## src/rtl/fcr_pkg.sv

```systemverilog
`timescale 1ns / 1ps
package fcr_pkg;

	localparam int BYTE_W          = 8;
	localparam int CFG_ADDR_W      = 5;
	localparam int CFG_DATA_W      = 32;
	localparam int FRAME_OVERHEAD  = 5;
	localparam int REPLY_OVERHEAD  = 4;
	localparam int CK_OFFSET       = 3;
	localparam logic [BYTE_W-1:0] SEED_RESET = 8'h10;
	localparam int QUEUE_DEPTH     = 4;

	localparam int RX_BUFFER_BYTES_DEF = 64;
	localparam int TX_BUFFER_BYTES_DEF = 32;
	localparam int CHECK_RX_SUM_DEF    = 1;

	typedef enum logic [1:0] {
		VERD_OK_NONE = 2'd0,
		VERD_REPLY   = 2'd1,
		VERD_INVALID = 2'd2,
		VERD_LEN_ERR = 2'd3
	} verd_t;

	typedef enum logic {
		KIND_VERDICT = 1'b0,
		KIND_BYTE    = 1'b1
	} kind_t;

	typedef enum logic [2:0] {
		REG_HEADER    = 3'd0,
		REG_TAIL      = 3'd1,
		REG_SHORT_CMD = 3'd2,
		REG_LONG_CMD  = 3'd3,
		REG_SHORT_REG = 3'd4,
		REG_LONG_REG  = 3'd5,
		REG_SHORT_LEN = 3'd6,
		REG_LONG_LEN  = 3'd7
	} reg_idx_t;

	typedef enum logic [2:0] {
		GS_IDLE,
		GS_REG,
		GS_LEN,
		GS_DATA,
		GS_SUM,
		GS_TAIL
	} gen_state_t;

	typedef struct packed {
		logic [BYTE_W-1:0] header_byte;
		logic [BYTE_W-1:0] tail_byte;
		logic [BYTE_W-1:0] short_read_cmd;
		logic [BYTE_W-1:0] long_read_cmd;
		logic [BYTE_W-1:0] short_reply_reg;
		logic [BYTE_W-1:0] long_reply_reg;
		logic [BYTE_W-1:0] short_reply_len;
		logic [BYTE_W-1:0] long_reply_len;
	} cfg_t;

	// one finished frame, handed from the checker to the reply generator
	typedef struct packed {
		verd_t             verd;
		logic [BYTE_W-1:0] reg_b;
		logic [BYTE_W-1:0] dlen;
	} job_t;

endpackage

```

## src/rtl/fcr_in_if.sv

```systemverilog
`timescale 1ns / 1ps
interface fcr_in_if;
	logic       valid;
	logic       ready;
	logic       has_byte;
	logic [7:0] rx_byte;
	logic       frame_end;

	modport source(output valid, output has_byte, output rx_byte, output frame_end,
		input ready);
	modport sink(input valid, input has_byte, input rx_byte, input frame_end,
		output ready);
endinterface

```

## src/rtl/fcr_out_if.sv

```systemverilog
`timescale 1ns / 1ps
interface fcr_out_if;
	logic       valid;
	logic       ready;
	logic       item_kind;
	logic [1:0] verdict;
	logic [7:0] reply_byte;
	logic       last_of_run;

	modport source(output valid, output item_kind, output verdict, output reply_byte,
		output last_of_run, input ready);
	modport sink(input valid, input item_kind, input verdict, input reply_byte,
		input last_of_run, output ready);
endinterface

```

## src/rtl/fcr_front.sv

```systemverilog
`timescale 1ns / 1ps
module fcr_front #(
	parameter int RX_BUFFER_BYTES = fcr_pkg::RX_BUFFER_BYTES_DEF,
	parameter int TX_BUFFER_BYTES = fcr_pkg::TX_BUFFER_BYTES_DEF,
	parameter int CHECK_RX_SUM    = fcr_pkg::CHECK_RX_SUM_DEF
) (
	input  logic          clk,
	input  logic          arst_n,
	fcr_in_if.sink        req,
	input  fcr_pkg::cfg_t cfg,
	input  logic          q_full,
	output logic          q_push,
	output fcr_pkg::job_t q_job
);

	localparam int W  = fcr_pkg::BYTE_W;
	localparam logic [W:0] RX_LIM = (W+1)'(RX_BUFFER_BYTES);
	localparam logic [W:0] TX_LIM = (W+1)'(TX_BUFFER_BYTES);

	logic [W-1:0] byte_count_q, cmd_q, plen_q, rsum_q, prev_q;
	logic         header_ok_q, sum_ok_q, ovf_q;

	logic [W-1:0] byte_count_n, cmd_n, plen_n, rsum_n, prev_n;
	logic         header_ok_n, sum_ok_n, ovf_n;

	logic [W:0]   idx_x, ck_x;
	logic         accept, valid_frame, short_hit, long_hit, len_bad;
	logic [W-1:0] sel_reg, sel_len;

	assign req.ready = !q_full;
	assign accept    = req.valid && req.ready;

	assign idx_x = {1'b0, byte_count_q};
	assign ck_x  = {1'b0, plen_q} + (W+1)'(fcr_pkg::CK_OFFSET);

	// state after this word's byte, before any frame-end clear
	always_comb begin
		byte_count_n = byte_count_q;
		cmd_n        = cmd_q;
		plen_n       = plen_q;
		rsum_n       = rsum_q;
		prev_n       = prev_q;
		header_ok_n  = header_ok_q;
		sum_ok_n     = sum_ok_q;
		ovf_n        = ovf_q;
		if (req.has_byte) begin
			if (idx_x >= RX_LIM) begin
				ovf_n = 1'b1;
			end else begin
				if (idx_x == (W+1)'(0)) begin
					header_ok_n = (req.rx_byte == cfg.header_byte);
				end else if (idx_x == (W+1)'(1)) begin
					cmd_n  = req.rx_byte;
					rsum_n = rsum_q + req.rx_byte;
				end else if (idx_x == (W+1)'(2)) begin
					plen_n = req.rx_byte;
					rsum_n = rsum_q + req.rx_byte;
				end else if (idx_x < ck_x) begin
					rsum_n = rsum_q + req.rx_byte;
				end else if (idx_x == ck_x) begin
					sum_ok_n = (req.rx_byte == rsum_q);
				end
				prev_n       = req.rx_byte;
				byte_count_n = byte_count_q + W'(1);
			end
		end
	end

	always_comb begin
		valid_frame = !ovf_n && ({1'b0, byte_count_n} >= (W+1)'(fcr_pkg::FRAME_OVERHEAD))
			&& header_ok_n && (prev_n == cfg.tail_byte)
			&& ({1'b0, byte_count_n} == {1'b0, plen_n} + (W+1)'(fcr_pkg::FRAME_OVERHEAD))
			&& ((CHECK_RX_SUM == 0) || sum_ok_n);
		short_hit = (cmd_n == cfg.short_read_cmd);
		long_hit  = (cmd_n == cfg.long_read_cmd);
		sel_reg   = short_hit ? cfg.short_reply_reg : cfg.long_reply_reg;
		sel_len   = short_hit ? cfg.short_reply_len : cfg.long_reply_len;
		len_bad   = (sel_len == W'(0))
			|| ({1'b0, sel_len} + (W+1)'(fcr_pkg::REPLY_OVERHEAD) > TX_LIM);

		q_job.reg_b = sel_reg;
		q_job.dlen  = sel_len;
		priority if (!valid_frame)
			q_job.verd = fcr_pkg::VERD_INVALID;
		else if (!(short_hit || long_hit))
			q_job.verd = fcr_pkg::VERD_OK_NONE;
		else if (len_bad)
			q_job.verd = fcr_pkg::VERD_LEN_ERR;
		else
			q_job.verd = fcr_pkg::VERD_REPLY;
	end

	assign q_push = accept && req.frame_end;

	always_ff @(posedge clk or negedge arst_n) begin
		if (!arst_n) begin
			byte_count_q <= '0;
			cmd_q        <= '0;
			plen_q       <= '0;
			rsum_q       <= '0;
			prev_q       <= '0;
			header_ok_q  <= 1'b0;
			sum_ok_q     <= 1'b0;
			ovf_q        <= 1'b0;
		end else if (accept) begin
			if (req.frame_end) begin
				byte_count_q <= '0;
				cmd_q        <= '0;
				plen_q       <= '0;
				rsum_q       <= '0;
				prev_q       <= '0;
				header_ok_q  <= 1'b0;
				sum_ok_q     <= 1'b0;
				ovf_q        <= 1'b0;
			end else begin
				byte_count_q <= byte_count_n;
				cmd_q        <= cmd_n;
				plen_q       <= plen_n;
				rsum_q       <= rsum_n;
				prev_q       <= prev_n;
				header_ok_q  <= header_ok_n;
				sum_ok_q     <= sum_ok_n;
				ovf_q        <= ovf_n;
			end
		end
	end

endmodule

```

## src/rtl/fcr_queue.sv

```systemverilog
`timescale 1ns / 1ps
module fcr_queue #(
	parameter int DEPTH = fcr_pkg::QUEUE_DEPTH
) (
	input  logic          clk,
	input  logic          arst_n,
	input  logic          push,
	input  fcr_pkg::job_t job_in,
	input  logic          pop,
	output fcr_pkg::job_t job_out,
	output logic          full,
	output logic          empty
);

	localparam int PTR_W = (DEPTH > 1) ? $clog2(DEPTH) : 1;
	localparam int CNT_W = $clog2(DEPTH + 1);
	localparam logic [PTR_W-1:0] LAST_PTR = PTR_W'(DEPTH - 1);

	fcr_pkg::job_t    mem_q [DEPTH];
	logic [PTR_W-1:0] wr_ptr_q, rd_ptr_q;
	logic [CNT_W-1:0] count_q;
	logic             do_push, do_pop;

	assign full    = (count_q == CNT_W'(DEPTH));
	assign empty   = (count_q == '0);
	assign do_push = push && !full;
	assign do_pop  = pop && !empty;
	assign job_out = mem_q[rd_ptr_q];

	always_ff @(posedge clk) begin
		if (do_push)
			mem_q[wr_ptr_q] <= job_in;
	end

	always_ff @(posedge clk or negedge arst_n) begin
		if (!arst_n) begin
			wr_ptr_q <= '0;
			rd_ptr_q <= '0;
			count_q  <= '0;
		end else begin
			if (do_push)
				wr_ptr_q <= (wr_ptr_q == LAST_PTR) ? '0 : wr_ptr_q + PTR_W'(1);
			if (do_pop)
				rd_ptr_q <= (rd_ptr_q == LAST_PTR) ? '0 : rd_ptr_q + PTR_W'(1);
			if (do_push && !do_pop)
				count_q <= count_q + CNT_W'(1);
			else if (do_pop && !do_push)
				count_q <= count_q - CNT_W'(1);
		end
	end

	a_no_push_when_full: assert property (@(posedge clk) disable iff (!arst_n)
		push |-> !full) else $error("frame queue pushed while full");

endmodule

```

## src/rtl/fcr_back.sv

```systemverilog
`timescale 1ns / 1ps
module fcr_back (
	input  logic          clk,
	input  logic          arst_n,
	input  fcr_pkg::cfg_t cfg,
	input  logic          q_empty,
	input  fcr_pkg::job_t q_job,
	output logic          q_pop,
	fcr_out_if.source     rsp
);

	localparam int W = fcr_pkg::BYTE_W;

	fcr_pkg::gen_state_t state_q, state_d;
	logic [W-1:0]        reg_q, dlen_q, cnt_q, cnt_d, rsum_q, rsum_d, seed_q, seed_d;
	logic [W-1:0]        data_b;

	logic                out_valid_q, last_q;
	fcr_pkg::kind_t      kind_q, nkind;
	fcr_pkg::verd_t      verd_q, nverd;
	logic [W-1:0]        byte_q, nbyte;
	logic                nlast, produce, adv;

	assign adv    = !out_valid_q || rsp.ready;
	assign data_b = seed_q + cnt_q;

	always_comb begin
		state_d = state_q;
		produce = 1'b0;
		q_pop   = 1'b0;
		nkind   = fcr_pkg::KIND_BYTE;
		nverd   = fcr_pkg::VERD_REPLY;
		nbyte   = '0;
		nlast   = 1'b0;
		rsum_d  = rsum_q;
		cnt_d   = cnt_q;
		seed_d  = seed_q;
		if (adv) begin
			unique case (state_q)
				fcr_pkg::GS_IDLE: begin
					if (!q_empty) begin
						q_pop   = 1'b1;
						produce = 1'b1;
						nkind   = fcr_pkg::KIND_VERDICT;
						nverd   = q_job.verd;
						if (q_job.verd == fcr_pkg::VERD_REPLY)
							state_d = fcr_pkg::GS_REG;
						else
							nlast = 1'b1;
					end
				end
				fcr_pkg::GS_REG: begin
					produce = 1'b1;
					nbyte   = reg_q;
					rsum_d  = reg_q;
					state_d = fcr_pkg::GS_LEN;
				end
				fcr_pkg::GS_LEN: begin
					produce = 1'b1;
					nbyte   = dlen_q;
					rsum_d  = rsum_q + dlen_q;
					cnt_d   = '0;
					state_d = fcr_pkg::GS_DATA;
				end
				fcr_pkg::GS_DATA: begin
					produce = 1'b1;
					nbyte   = data_b;
					rsum_d  = rsum_q + data_b;
					cnt_d   = cnt_q + W'(1);
					if (cnt_q == dlen_q - W'(1))
						state_d = fcr_pkg::GS_SUM;
				end
				fcr_pkg::GS_SUM: begin
					produce = 1'b1;
					nbyte   = rsum_q;
					state_d = fcr_pkg::GS_TAIL;
				end
				fcr_pkg::GS_TAIL: begin
					produce = 1'b1;
					nbyte   = cfg.tail_byte;
					nlast   = 1'b1;
					seed_d  = seed_q + W'(1);
					state_d = fcr_pkg::GS_IDLE;
				end
				default: state_d = fcr_pkg::GS_IDLE;
			endcase
		end
	end

	always_ff @(posedge clk or negedge arst_n) begin
		if (!arst_n) begin
			state_q     <= fcr_pkg::GS_IDLE;
			seed_q      <= fcr_pkg::SEED_RESET;
			out_valid_q <= 1'b0;
		end else begin
			state_q <= state_d;
			seed_q  <= seed_d;
			if (adv)
				out_valid_q <= produce;
		end
	end

	always_ff @(posedge clk) begin
		if (q_pop) begin
			reg_q  <= q_job.reg_b;
			dlen_q <= q_job.dlen;
		end
		rsum_q <= rsum_d;
		cnt_q  <= cnt_d;
		if (adv && produce) begin
			kind_q <= nkind;
			verd_q <= nverd;
			byte_q <= nbyte;
			last_q <= nlast;
		end
	end

	assign rsp.valid       = out_valid_q;
	assign rsp.item_kind   = kind_q;
	assign rsp.verdict     = verd_q;
	assign rsp.reply_byte  = byte_q;
	assign rsp.last_of_run = last_q;

	a_verdict_closes: assert property (@(posedge clk) disable iff (!arst_n)
		out_valid_q && kind_q == fcr_pkg::KIND_VERDICT && verd_q != fcr_pkg::VERD_REPLY
		|-> last_q) else $error("verdict without reply must close the run");
	a_reply_verdict: assert property (@(posedge clk) disable iff (!arst_n)
		out_valid_q && kind_q == fcr_pkg::KIND_BYTE |-> verd_q == fcr_pkg::VERD_REPLY)
		else $error("reply byte carries wrong verdict");
	a_data_bound: assert property (@(posedge clk) disable iff (!arst_n)
		state_q == fcr_pkg::GS_DATA |-> dlen_q != '0 && cnt_q < dlen_q)
		else $error("data counter ran past reply length");

endmodule

```

## src/rtl/frame_check_and_readback_reply.sv

```systemverilog
`timescale 1ns / 1ps
// Frame checker with read-back reply.
// req: one word per received byte (has_byte, rx_byte, frame_end); a word with
// has_byte low and frame_end low is ignored. A word with frame_end high closes
// the frame and yields one verdict word on rsp, followed by the reply bytes
// (register, length, data, sum, tail) when the verdict is "reply follows";
// last_of_run marks the final rsp word of each closed frame.
// Throughput: req takes one word per clock while the frame queue (4 entries)
// has room; rsp gives one word per clock while rsp is ready and words are
// pending, so a reply of length N gives N + 5 rsp words. With the reply sequencer
// idle, the verdict reaches rsp through the queue and the output register.
// The checker and the reply sequencer are decoupled by the queue: a stalled
// rsp holds its word in the output register, and req keeps taking words
// until the queue fills with closed frames.
// Reset clears the frame state, the queue, the output register and the config
// registers (to zero); the reply data seed returns to 0x10.
// Registers are written over APB at byte address 4*index, data in bits 7:0.
module frame_check_and_readback_reply #(
	parameter int RX_BUFFER_BYTES = fcr_pkg::RX_BUFFER_BYTES_DEF,
	parameter int TX_BUFFER_BYTES = fcr_pkg::TX_BUFFER_BYTES_DEF,
	parameter int CHECK_RX_SUM    = fcr_pkg::CHECK_RX_SUM_DEF
) (
	input  logic                           clk,
	input  logic                           arst_n,
	fcr_in_if.sink                         req,
	fcr_out_if.source                      rsp,
	input  logic                           psel,
	input  logic                           penable,
	input  logic                           pwrite,
	input  logic [fcr_pkg::CFG_ADDR_W-1:0] paddr,
	input  logic [fcr_pkg::CFG_DATA_W-1:0] pwdata,
	output logic [fcr_pkg::CFG_DATA_W-1:0] prdata,
	output logic                           pready
);

	localparam int W = fcr_pkg::BYTE_W;

	fcr_pkg::cfg_t    cfg_q;
	fcr_pkg::reg_idx_t idx;
	logic [W-1:0]     rd_b;
	logic             wr_en;

	fcr_pkg::job_t    push_job, pop_job;
	logic             push, pop, q_full, q_empty;

	assign pready = 1'b1;
	assign wr_en  = psel && penable && pwrite;
	assign idx    = fcr_pkg::reg_idx_t'(paddr[fcr_pkg::CFG_ADDR_W-1:2]);

	always_ff @(posedge clk or negedge arst_n) begin
		if (!arst_n) begin
			cfg_q <= '0;
		end else if (wr_en) begin
			unique case (idx)
				fcr_pkg::REG_HEADER:    cfg_q.header_byte     <= pwdata[W-1:0];
				fcr_pkg::REG_TAIL:      cfg_q.tail_byte       <= pwdata[W-1:0];
				fcr_pkg::REG_SHORT_CMD: cfg_q.short_read_cmd  <= pwdata[W-1:0];
				fcr_pkg::REG_LONG_CMD:  cfg_q.long_read_cmd   <= pwdata[W-1:0];
				fcr_pkg::REG_SHORT_REG: cfg_q.short_reply_reg <= pwdata[W-1:0];
				fcr_pkg::REG_LONG_REG:  cfg_q.long_reply_reg  <= pwdata[W-1:0];
				fcr_pkg::REG_SHORT_LEN: cfg_q.short_reply_len <= pwdata[W-1:0];
				fcr_pkg::REG_LONG_LEN:  cfg_q.long_reply_len  <= pwdata[W-1:0];
				default: ;
			endcase
		end
	end

	always_comb begin
		unique case (idx)
			fcr_pkg::REG_HEADER:    rd_b = cfg_q.header_byte;
			fcr_pkg::REG_TAIL:      rd_b = cfg_q.tail_byte;
			fcr_pkg::REG_SHORT_CMD: rd_b = cfg_q.short_read_cmd;
			fcr_pkg::REG_LONG_CMD:  rd_b = cfg_q.long_read_cmd;
			fcr_pkg::REG_SHORT_REG: rd_b = cfg_q.short_reply_reg;
			fcr_pkg::REG_LONG_REG:  rd_b = cfg_q.long_reply_reg;
			fcr_pkg::REG_SHORT_LEN: rd_b = cfg_q.short_reply_len;
			fcr_pkg::REG_LONG_LEN:  rd_b = cfg_q.long_reply_len;
			default:                rd_b = '0;
		endcase
		prdata = {{(fcr_pkg::CFG_DATA_W - W){1'b0}}, rd_b};
	end

	fcr_front #(
		.RX_BUFFER_BYTES(RX_BUFFER_BYTES),
		.TX_BUFFER_BYTES(TX_BUFFER_BYTES),
		.CHECK_RX_SUM   (CHECK_RX_SUM)
	) u_front (
		.clk    (clk),
		.arst_n (arst_n),
		.req    (req),
		.cfg    (cfg_q),
		.q_full (q_full),
		.q_push (push),
		.q_job  (push_job)
	);

	fcr_queue #(
		.DEPTH(fcr_pkg::QUEUE_DEPTH)
	) u_queue (
		.clk    (clk),
		.arst_n (arst_n),
		.push   (push),
		.job_in (push_job),
		.pop    (pop),
		.job_out(pop_job),
		.full   (q_full),
		.empty  (q_empty)
	);

	fcr_back u_back (
		.clk    (clk),
		.arst_n (arst_n),
		.cfg    (cfg_q),
		.q_empty(q_empty),
		.q_job  (pop_job),
		.q_pop  (pop),
		.rsp    (rsp)
	);

endmodule
```

## src/flat_wrapper.sv

```systemverilog
// flat-port wrapper written by rule: the top's interface ports become plain ports
module frame_check_and_readback_reply_flat 
#(
	parameter int RX_BUFFER_BYTES = fcr_pkg::RX_BUFFER_BYTES_DEF,
	parameter int TX_BUFFER_BYTES = fcr_pkg::TX_BUFFER_BYTES_DEF,
	parameter int CHECK_RX_SUM    = fcr_pkg::CHECK_RX_SUM_DEF
)
  (clk, arst_n, psel, penable, pwrite, paddr, pwdata, prdata, pready, req_valid, req_has_byte, req_rx_byte, req_frame_end, req_ready, rsp_valid, rsp_item_kind, rsp_verdict, rsp_reply_byte, rsp_last_of_run, rsp_ready);
  fcr_in_if req_i ();
  fcr_out_if rsp_i ();
  input  logic clk;
  input  logic arst_n;
  input  logic psel;
  input  logic penable;
  input  logic pwrite;
  input  logic [fcr_pkg::CFG_ADDR_W-1:0] paddr;
  input  logic [fcr_pkg::CFG_DATA_W-1:0] pwdata;
  output logic [fcr_pkg::CFG_DATA_W-1:0] prdata;
  output logic pready;
  input wire logic [$bits(req_i.valid)-1:0] req_valid;
  input wire logic [$bits(req_i.has_byte)-1:0] req_has_byte;
  input wire logic [$bits(req_i.rx_byte)-1:0] req_rx_byte;
  input wire logic [$bits(req_i.frame_end)-1:0] req_frame_end;
  output wire logic [$bits(req_i.ready)-1:0] req_ready;
  output wire logic [$bits(rsp_i.valid)-1:0] rsp_valid;
  output wire logic [$bits(rsp_i.item_kind)-1:0] rsp_item_kind;
  output wire logic [$bits(rsp_i.verdict)-1:0] rsp_verdict;
  output wire logic [$bits(rsp_i.reply_byte)-1:0] rsp_reply_byte;
  output wire logic [$bits(rsp_i.last_of_run)-1:0] rsp_last_of_run;
  input wire logic [$bits(rsp_i.ready)-1:0] rsp_ready;
  assign req_i.valid = req_valid;
  assign req_i.has_byte = req_has_byte;
  assign req_i.rx_byte = req_rx_byte;
  assign req_i.frame_end = req_frame_end;
  assign req_ready = req_i.ready;
  assign rsp_valid = rsp_i.valid;
  assign rsp_item_kind = rsp_i.item_kind;
  assign rsp_verdict = rsp_i.verdict;
  assign rsp_reply_byte = rsp_i.reply_byte;
  assign rsp_last_of_run = rsp_i.last_of_run;
  assign rsp_i.ready = rsp_ready;
  frame_check_and_readback_reply #(.RX_BUFFER_BYTES(RX_BUFFER_BYTES), .TX_BUFFER_BYTES(TX_BUFFER_BYTES), .CHECK_RX_SUM(CHECK_RX_SUM)) u_core (.clk(clk), .arst_n(arst_n), .req(req_i), .rsp(rsp_i), .psel(psel), .penable(penable), .pwrite(pwrite), .paddr(paddr), .pwdata(pwdata), .prdata(prdata), .pready(pready));
endmodule
```

## config.mk

```make
export PLATFORM = sky130hd
export DESIGN_NAME = frame_check_and_readback_reply_flat
export DESIGN_NICKNAME = d
export VERILOG_FILES = /design/src/rtl/fcr_pkg.sv /design/src/rtl/fcr_in_if.sv /design/src/rtl/fcr_out_if.sv /design/src/rtl/fcr_front.sv /design/src/rtl/fcr_queue.sv /design/src/rtl/fcr_back.sv /design/src/rtl/frame_check_and_readback_reply.sv /design/src/flat_wrapper.sv
export SDC_FILE = /design/constraint.sdc
export NUM_CORES = 1
export LEC_CHECK = 0
export ABC_AREA = 1
export BUFFER_PORTS_ARGS = -buffer_cell sky130_fd_sc_hd__buf_2
export CAP_MARGIN = 40
export CORE_MARGIN = 5
export CORE_UTILIZATION = 65
export DETAILED_ROUTE_END_ITERATION = 8
export HOLD_SLACK_MARGIN = 0.02
export PLACE_DENSITY = 0.88
export SYNTH_ARGS = -nofsm -noshare
export SYNTH_HDL_FRONTEND = slang
export SYNTH_SLANG_ARGS = --single-unit
```

## constraint.sdc

```tcl
create_clock -name clk -period 7.4 [get_ports clk]
set_input_delay 1.48 -clock clk [delete_from_list [all_inputs] [get_ports clk]]
set_output_delay 1.48 -clock clk [all_outputs]
set_load 0.1 [all_outputs]
```

==> metrics <==
Final period util 0.6537; post-DP HPWL 22030 um; Post-CTS Setup Bufs 0; Clk Latency, worst-skew pair about 0.53 ns; VDD IR-drop max 0.2989 mV; vias per cell 5.866; Inserted Clock Buffers 25; fin. max-slew vios 0; hold_sp u_core.cfg_q[34]$_DFFE_PN0P_; number of detailed-route iterations in the first pass 9; post-layout util 0.7169; WHS 0.4887 ns; 1st-iter DRT viols 1153; share of layout cells above drive strength 1 0.08724; nets@finish around 1600; Final min period 4.838 ns; Setup Viol. Count Final 0; Post-Place Setup Slack 2.608 ns; relative slew slack 0.3910; CTS sink count approximately 240; most common cell after layout, fill and taps aside nand2_1; CP Class in2out; Crit path largest cell delay approximately 0.57 ns; Crit path required time between 5 and 6 ns; Synth-to-Final Area Change 9.739%; critical path arrival 3.36 ns; Setup Skew roughly 0.015 ns; worst r2r path cells 18; CTS root buf clkbuf_16; die width 151.9 um; grt total ovfl 0; Hold Crit Depth 2; H-tree depth 1; die span in y roughly 150 um; Post-synth EDFFs 116; Routed Antenna Nets 0; die area around 23000 um^2; Rows 52; count of final hold-check violations 0; CP Max Fanout 5; sum of buffers and inverters on the critical path 4; largest net degree at the start of global routing between 60 and 70; GP Congestion 0.9740; WL/cell 17.15 um; commonest cells after routing, fill and taps aside nand2_1 (308), inv_1 (191), o21ai_0 (159); initial antenna violation count 0; IO buf count 49; clk buf depth 3; Worst-Margin Slew 0.9101 ns; cell area after synthesis 13090 um^2; via count 10730; Synth Register Bits 242; max-cap violations 0; Leak 6.409 nW; n_diodes 0; Setup crit start kind input pin; status completed; starting density of the core 0.6533; CP top delay family buffers and inverters; Setup crit end kind output pin; Hold EP u_core.cfg_q[34]$_DFFE_PN0P_; TritonCTS clock tree built; worst hold path type reg2reg; Final WS setup 2.563 ns; # DRC 0; vias in the first global route ~10000; Post-Route WL about 31000 um; P per Cell Area 392.1 nW/um^2; clk slew on worst S/H paths around 0.060 ns; sequential fraction of the synthesis area 0.5070; fmax 0.2067 GHz; worst r2r src u_core.u_front.byte_count_q[7]$_DFFE_PN0P_; Setup Total Neg Slack 0 ns; first-pass GRT wire length a little over 50000 um; Critical Path Slowest Stage Cell nor3_1; Avg Inst Size Synth approximately 8.8 um^2; asr flop ratio synth 0.5207; core region area 20040 um^2; Distinct cells, synth 57; CP Cell Sequence buf_2, inv_1, nor3_1, inv_1, o22ai_1, a21oi_1, nand3_1, buf_2; Top FF cell, synth dfrtp_1; Critical R2R Capture u_core.u_queue.mem_q[2][17]$_DFFE_PP_; total number of yosys warnings 0; unrepaired setup endpoints after global routing no; reg2reg setup slack 3.49 ns; post-cts sizing count 0; GRT Util Overall 0.2652; io pins 101; hold buffer count at cts 0; gate count of the mapped netlist 1489
-- cells by family (layout without fill, tap and decap cells) --
family / Yosys count / count (layout) / synth area share
fa+ha+maj: 48 / 48 / 0.04817
buf+inv: 261 / 308 / 0.08497
flops: 242 / 242 / 0.5070
compound gates: 317 / 317 / 0.1410
simple gates: 563 / 563 / 0.1796
mux: 1 / 1 / 0.0008601
xor+xnor: 55 / 55 / 0.03785
other cells: 2 / 25 / 0.0005737
-- cells in the mapped netlist (5+ instances only) --
| master | count | area, um^2 |
|---|---|---|
| o21ai_2 | 7 | 61.31 |
| a22oi_1 | 6 | 45.04 |
| buf_2 | 5 | 25.02 |
| o21ai_0 | 159 | 795.8 |
| nand3_1 | 59 | 295.3 |
| o31ai_1 | 6 | 45.04 |
| a21oi_1 | 33 | 165.2 |
| xnor2_1 | 23 | 201.4 |
| o22ai_1 | 63 | 394.1 |
| nor2_1 | 137 | 514.2 |
| buf_4 | 25 | 187.7 |
| nand4_1 | 13 | 81.33 |
| edfxtp_1 | 116 | 3483 |
| dfrtp_1 | 125 | 3128 |
| ha_1 | 44 | 550.5 |
| o2111ai_1 | 5 | 43.79 |
| nand2_1 | 308 | 1156 |
| nor3_1 | 16 | 80.08 |
| clkbuf_1 | 29 | 108.9 |
| inv_1 | 191 | 716.9 |
| a41oi_1 | 5 | 43.79 |
| a31oi_1 | 7 | 43.79 |
| nand2_2 | 9 | 56.30 |
| xor2_1 | 31 | 271.5 |
-- worst reg2reg max path: cells and delay by family, from the launching register on --
family,cells,cell delay [ns]
flops,1,0.47
simple gates,15,2.19
buf+inv,2,0.56
compound gates,1,0.43
-- sequential cells by signal, summed over array words and instances (netlist names), 8 cells and up --
register,flops
u_core.u_back.rsp.reply_byte,8
u_core.u_back.dlen_q,8
u_core.u_front.byte_count_q,8
u_core.u_back.cnt_q,8
u_core.u_front.plen_q,8
u_core.u_front.prev_q,8
u_core.u_front.rsum_q,8
u_core.u_back.reg_q,8
u_core.u_back.seed_q,8
u_core.u_front.cmd_q,8
u_core.u_queue.mem_q,72
u_core.u_back.rsum_q,8
u_core.cfg_q,64
-- through the flow --
| stage | cells | total power [W] | instance area (um^2) |
|---|---|---|---|
| floorplan | 1512 | 0.003820 | 13180 |
| global placement | 1777 | 0.004218 | 13460 |
| detailed placement | 1783 | 0.004341 | 13550 |
| CTS | 1829 | 0.005613 | 14370 |
| global route | 1829 | 0.005965 | 14370 |
| finish | 1829 | 0.005633 | 14370 |
-- final cells by class --
class | instances | area (um^2)
flip-flops and latches | 242 | 6638
fillers | 1411 | 5673
multi-input cells | 1009 | 5428
inverters | 198 | 745.7
clock buffers | 28 | 646.9
repair buffers | 64 | 402.9
well taps | 270 | 337.8
clock inverters | 18 | 167.7
-- power breakdown --
part           switching (W)  leakage, nW  total [W]  internal, W
clock network       0.000521        0.393    0.00125     0.000732
logic                0.00163         3.35    0.00226     0.000630
registers           0.000229         2.67    0.00212      0.00189
total                0.00238         6.41    0.00563      0.00325
-- per-layer routing --
| layer | wire [um] | global-route usage |
|---|---|---|
| met1 | 12710 | 0.3518 |
| met2 | 14730 | 0.4460 |
| met3 | 2824 | 0.04579 |
| met4 | 1111 | 0.09033 |
| met5 | 0 | 0 |
-- worst max path at each step --
stage	startpoint	to	slack, ns	cells after the start
after global routing	paddr[2]	prdata[4]	2.45	8
after global placement	req_has_byte	u_core.u_queue.mem_q[1][17]$_DFFE_PP_	2.70	18
after detailed placement	req_has_byte	u_core.u_queue.mem_q[1][17]$_DFFE_PP_	2.61	18
final	paddr[2]	prdata[5]	2.56	8
after CTS	paddr[2]	prdata[5]	2.66	8
after floorplan	paddr[4]	prdata[1]	2.14	4
No activity file was read; power rests on OpenSTA's default activity.
